--- config.mk ---
export PLATFORM = sky130hd
export DESIGN_NAME = cwdm_ctrl
export DESIGN_NICKNAME = d
export VERILOG_FILES = /design/src/sv/cwdm_pkg.sv /design/src/sv/cwdm_ctrl.sv
export SDC_FILE = /design/constraint.sdc
export NUM_CORES = 1
export LEC_CHECK = 0
export CORE_AREA = 4 4 41 43
export DETAILED_ROUTE_END_ITERATION = 7
export DIE_AREA = 0 0 45 47
export DONT_BUFFER_PORTS = 1
export GPL_TIMING_DRIVEN = 0
export PLACE_DENSITY_LB_ADDON = 0.12
export SLEW_MARGIN = 20
export SYNTH_ARGS = -nofsm -noshare
export SYNTH_HDL_FRONTEND = slang
export SYNTH_SLANG_ARGS = --single-unit
export TNS_END_PERCENT = 30
--- constraint.sdc ---
create_clock -name i_clk -period 2.05 [get_ports i_clk]
set_input_delay 0.41 -clock i_clk [delete_from_list [all_inputs] [get_ports i_clk]]
set_output_delay 0.41 -clock i_clk [all_outputs]
set_load 0.005 [all_outputs]
--- src/sv/cwdm_pkg.sv ---
// Shared types and constants for the circular window distinct-max block.
`default_nettype none

package cwdm_pkg;

    // Fixed field widths of the ports
    localparam int TYPE_W    = 12;
    localparam int LEN_W     = 13;
    localparam int SCORE_W   = 13;
    localparam int CFG_IDX_W = 1;

    // Configuration register indexes
    localparam logic [CFG_IDX_W-1:0] REG_WINDOW_LEN = 1'd0;
    localparam logic [CFG_IDX_W-1:0] REG_BONUS_TYPE = 1'd1;

    // Configuration reset values
    localparam logic [LEN_W-1:0]  WINDOW_LEN_RST = 13'd4;
    localparam logic [TYPE_W-1:0] BONUS_TYPE_RST = 12'd1;

    // Commands from the controller to the datapath
    typedef struct packed {
        logic accept;     // latch the incoming item
        logic ring_rd;    // read ring at the slot and head at the replay index
        logic replay;     // entering type comes from the head store
        logic cnt_rd;     // read both count entries, write ring and head
        logic upd;        // evict old entry, update distinct, bonus and best
        logic wrx;        // write back the count of the entering type
        logic rep_init;   // start the replay of the head items
        logic rep_next;   // advance the replay index
        logic emit;       // register the result and arm the clear pass
        logic clr_step;   // one step of the count clear after a run
        logic init_step;  // one step of the count sweep after reset
    } t_cmd;

    // Status from the datapath to the controller
    typedef struct packed {
        logic last;       // current item closes the sequence
        logic too_short;  // fewer items than the window length so far
        logic no_replay;  // window length of one: nothing to replay
        logic rep_last;   // current replay slide is the final one
        logic clr_done;   // clear pass finished
        logic init_done;  // reset sweep at its final entry
    } t_sts;

endpackage

`default_nettype wire

--- src/sv/cwdm_ctrl.sv ---
// Controller state machine: sequences each slide, the replay, the result and the clears.
`default_nettype none

module cwdm_ctrl (
    input  logic           i_clk,
    input  logic           i_rst_n,
    input  logic           i_start,
    output logic           o_busy,
    output cwdm_pkg::t_cmd o_cmd,
    input  cwdm_pkg::t_sts i_sts
);
    import cwdm_pkg::*;

    localparam logic [2:0] ST_INIT = 3'd0;
    localparam logic [2:0] ST_IDLE = 3'd1;
    localparam logic [2:0] ST_RED  = 3'd2;
    localparam logic [2:0] ST_RD   = 3'd3;
    localparam logic [2:0] ST_UPD  = 3'd4;
    localparam logic [2:0] ST_WRX  = 3'd5;
    localparam logic [2:0] ST_EMIT = 3'd6;
    localparam logic [2:0] ST_CLR  = 3'd7;

    logic [2:0] r_state;
    logic [2:0] n_state;
    logic       r_replay;
    logic       n_replay;

    // Next state and commands
    always_comb begin
        n_state  = r_state;
        n_replay = r_replay;
        o_cmd    = '0;
        unique case (r_state)
            ST_INIT: begin
                o_cmd.init_step = 1'b1;
                if (i_sts.init_done) begin
                    n_state = ST_IDLE;
                end
            end
            ST_IDLE: begin
                if (i_start) begin
                    o_cmd.accept = 1'b1;
                    n_state      = ST_RED;
                end
            end
            ST_RED: begin
                o_cmd.ring_rd = 1'b1;
                o_cmd.replay  = r_replay;
                n_state       = ST_RD;
            end
            ST_RD: begin
                o_cmd.cnt_rd = 1'b1;
                o_cmd.replay = r_replay;
                n_state      = ST_UPD;
            end
            ST_UPD: begin
                o_cmd.upd    = 1'b1;
                o_cmd.replay = r_replay;
                n_state      = ST_WRX;
            end
            ST_WRX: begin
                o_cmd.wrx    = 1'b1;
                o_cmd.replay = r_replay;
                if (r_replay) begin
                    o_cmd.rep_next = 1'b1;
                    if (i_sts.rep_last) begin
                        n_replay = 1'b0;
                        n_state  = ST_EMIT;
                    end else begin
                        n_state = ST_RED;
                    end
                end else if (!i_sts.last) begin
                    n_state = ST_IDLE;
                end else if (i_sts.too_short || i_sts.no_replay) begin
                    n_state = ST_EMIT;
                end else begin
                    o_cmd.rep_init = 1'b1;
                    n_replay       = 1'b1;
                    n_state        = ST_RED;
                end
            end
            ST_EMIT: begin
                o_cmd.emit = 1'b1;
                n_state    = ST_CLR;
            end
            ST_CLR: begin
                o_cmd.clr_step = 1'b1;
                if (i_sts.clr_done) begin
                    n_state = ST_IDLE;
                end
            end
            default: begin
                n_state  = ST_INIT;
                n_replay = 1'b0;
            end
        endcase
    end

    // State registers
    always_ff @(posedge i_clk) begin
        if (!i_rst_n) begin
            r_state  <= ST_INIT;
            r_replay <= 1'b0;
        end else begin
            r_state  <= n_state;
            r_replay <= n_replay;
        end
    end

    assign o_busy = (r_state != ST_IDLE);

    // Replay only runs through the slide states
    a_replay_in_slide: assert property (@(posedge i_clk) disable iff (!i_rst_n)
        r_replay |-> (r_state == ST_RED || r_state == ST_RD ||
                      r_state == ST_UPD || r_state == ST_WRX))
        else $error("replay flag outside the slide states");

    // No datapath work while idle
    a_idle_quiet: assert property (@(posedge i_clk) disable iff (!i_rst_n)
        (r_state == ST_IDLE) |-> !(o_cmd.upd || o_cmd.wrx || o_cmd.emit || o_cmd.clr_step))
        else $error("datapath command issued while idle");

endmodule

`default_nettype wire

After elaboration in Yosys (flattened, before gate mapping). Cells that the tools add are included.

Flip-flop bits (word level): 4. Input port bits: 9. Logic and storage cells: 41.

Equal/unequal tests: 11. Muxes and demuxes: 24. Reductions and logical operators: 4.

Operators by type and width (count): 2-to-1 mux 3 bit (8); case mux 3 bit (8 select lines) (1); 2-to-1 mux 1 bit (15); equality test 3 bit, second input constant (4); equality test 3 x 2 -> 1 bit, second input constant (2); inequality test 2 bit, second input constant (3); OR reduction 4 bit (1); equality test 3 x 1 -> 1 bit, second input constant (1); logical NOT 3 bit (1); inequality test 3 x 1 -> 1 bit, second input constant (1); AND reduction 3 bit (1); logical OR 1 bit (1).

Logic depth before layout (Yosys ltp).
Depth in word-level cells: 5. Gate-level depth with buffers: 5. Depth with buffers taken out: 4.

Worst setup path after synthesis. OpenSTA, ideal clock, no wires.

Path kind: register -> output. From: register r_state[0]. To: output o_cmd[4] (netlist bit). Arrival: 0.943 ns. Required time: 1.640 ns. Path slack: 0.697 ns. Cell stages (with the launch flop): 5. Path buffers: 1. Cells stage by stage: dfxtp_1 -> buf_6 -> and2b_4 -> and2_4 -> and4_4.

RTL lines: start: declaration (RTL line cwdm_ctrl.sv:23) `logic [2:0] r_state;`; start signal: assignment (RTL line cwdm_ctrl.sv:105) `r_state <= n_state;`; end: declaration (RTL line cwdm_ctrl.sv:9) `output cwdm_pkg::t_cmd o_cmd,`.

==> reports/qor.json <==
{
  "setup_path": {
    "worst_setup_path_end_kind": "output port",
    "timing.critical_path.arrival_ns": 1.26,
    "timing.critical_path.fanout_max": 9,
    "start_kind": "flip-flop",
    "path_class": "flip-flop to output port",
    "worstPathRequired_ns": 1.64
  },
  "final_layout": {
    "n_antenna_cell": 0,
    "drive_gt1_share_pct": 20.4,
    "mostFrequentLayoutCells": "nor2_1, nand2_1, nor3_1, dfxtp_1",
    "flow.area_growth_from_synthesis_pct": 12.5,
    "layout_commonest_cell": "nor2_1",
    "layout.core_utilization_pct": 28.5,
    "nets": 60,
    "postLayoutCellArea_um2": 370
  },
  "timing": {
    "setup_repair_after_global_routing_missed_its_margin": "no",
    "final.period_utilization_pct": 81.4,
    "timing.slew.headroom_pct": 82.3,
    "max_freq_ghz": 0.600,
    "final_max_slew_viol_count": 0,
    "sum_of_negative_setup_slack_ns": 0,
    "final_setup_violating_endpoints": 0,
    "worst_pin_slew_ns": 0.264,
    "setup_slack_ns": 0.382,
    "min_period_ns": 1.67,
    "final.setup_skew_ns": 0.00760,
    "hold_violations": 0
  },
  "cts": {
    "tritoncts": "built",
    "root_buffer": "clkbuf_4",
    "ctsResizeCount": 0,
    "tritoncts.num_buffers": 3,
    "postCtsSetupRepairBufs": 0,
    "cts.reportedPaths.clkPinSlew_ns": 0.04,
    "cts_max_level": 1,
    "clockBufferDepth": 2,
    "clock_insertion_delay_worst_skew_ns": 0.24,
    "holdBufCountCts": 0,
    "clock_sinks": 4
  },
  "routing": {
    "vias_per_instance": 5.13,
    "firstDrtPassIters": 4,
    "drt_iter0_markers": 6,
    "post-route-drc-count": 0,
    "total_via_count_in_the_routed_design": 328,
    "wl_per_cell_um": 13.3,
    "wirelength_um": 849,
    "drtAntennaViolNets": 0
  },
  "place": {
    "gp_routability_congestion": 0.796,
    "dp_worst_setup_slack_ns": 0.626,
    "place.port_buffers": 0,
    "post_dp_cell_area_um2": 348
  },
  "floorplan": {
    "floorplan_die_width_um": 45,
    "placement_rows": 13,
    "dieHeight_um": 47,
    "placeableCoreArea_um2": 1300,
    "io_pins": 21,
    "full_die_area_um2": 2120,
    "starting_density_of_the_core_pct": 25.3
  },
  "hold_path": {
    "min-delay-path-class": "input pin to flip-flop"
  },
  "global_route": {
    "grt_use_total_pct": 9.41,
    "grt_start_max_net_pins": 11,
    "first_pass_grt_wire_length_mm": 1.40,
    "global_route.overflow_total": 0,
    "grt_antenna_before_repair": 0,
    "grt_pass1_vias": 332
  },
  "synth": {
    "yosysWarningCount": 0,
    "synthDominantCellAreaShare_pct": 24.3,
    "synth_top_area_cell": "dfxtp_1",
    "synthesis.area_um2": 329,
    "synthDistinctLibCells": 21,
    "mappedNetlistNets": 55,
    "syn_avg_cell_area_um2": 7.15,
    "synth.ff_latch_count": 4,
    "synthesis.instances": 46,
    "synth.yosys.seq_area_share_pct": 24.3,
    "netlist_top_cells_area": "dfxtp_1, nor2_1, o21a_1"
  },
  "pwr": {
    "power.share.combinational_pct": 24.8,
    "ir_worst_vdd_mv": 0.174,
    "p_leak_nw": 0.142,
    "intPower_w": 0.000177,
    "power_per_cell_area_nw_per_um2": 662,
    "sum_of_internal_switching_and_leakage_power_w": 0.000245,
    "power_switching_w": 0.0000688,
    "power_frac_clock_pct": 40.2,
    "seqPwrFrac_pct": 35.0,
    "p_sw_share_pct": 28.0
  },
  "outcome": {
    "outcome": "finished clean"
  },
  "flow_run": {
    "timing.max_cap.violations": 0
  }
}
## power by group through the flow
stage,combinational (W),sequential [W],clock [W]
global placement,0.0000605,0.0000874,0
global route,0.0000690,0.0000865,0.000109
detailed placement,0.0000607,0.0000872,0
floorplan,0.0000520,0.0000866,0
CTS,0.0000613,0.0000858,0.000105
finish,0.0000609,0.0000858,0.0000986
## final timing paths
| check | startpoint | end | slack [ns] | depth (start not counted) |
|---|---|---|---|---|
| max | r_state[0] | o_cmd[4] | 0.38 | 4 |
| min | i_rst_n | r_state[2] | 0.30 | 1 |
| max reg2reg | r_state[0] | r_replay | 0.80 | 5 |
| min reg2reg | r_replay | r_state[2] | 0.68 | 3 |
## cells by family after synthesis
family | Yosys count | share of synthesized area [%]
xor+xnor | 2 | 5.32
compound gates | 11 | 21.7
simple gates | 23 | 38.8
flops | 4 | 24.3
buf+inv | 6 | 9.89
## area by class of cell
cell class | instances | area [um2]
fillers | 159 | 931
plain buffers | 3 | 21.3
flip-flops and latches | 4 | 80.1
well taps | 15 | 18.8
inverters | 3 | 11.3
multi-input cells | 36 | 216
clock buffers | 3 | 22.5
## per-stage QoR
| step | hold slack (ns) | std cells |
|---|---|---|
| after floorplan | 0.528 | 46 |
| after global placement | 0.535 | 61 |
| after detailed placement | 0.533 | 61 |
| after CTS | 0.288 | 64 |
| after global routing | 0.289 | 64 |
| final | 0.299 | 64 |
## critical path, stage by stage, from the launching register on
cell and delay [ns]:
dfxtp_1 0.32, buf_6 0.12, and2b_4 0.18, and2_4 0.17
and4_4 0.23
## cells in the mapped netlist
cell      n
nor3_1    4
nor2b_1   2
a31oi_1   2
inv_2     1
buf_6     1
and4_4    1
a21oi_1   2
nand2_1   4
buf_2     2
and2_4    1
dfxtp_1   4
nor2_1    6
inv_1     2
xnor2_1   2
o21a_1    3
and2b_4   1
a32oi_1   1
o21ai_1   2
and3_1    2
nor3b_1   2
o211ai_1  1
## routing by layer
| metal | global-route usage [%] | wire length, um |
|---|---|---|
| met2 | 13.0 | 378 |
| met1 | 10.0 | 348 |
| met3 | 7.66 | 122 |
| met4 | 5.26 | 0 |
| met5 | 0 | 0 |
## sequential cells by signal, summed over array words and instances, names as in the netlist
register  cells
r_replay      1
r_state       3
No activity file was read; power rests on OpenSTA's default activity.
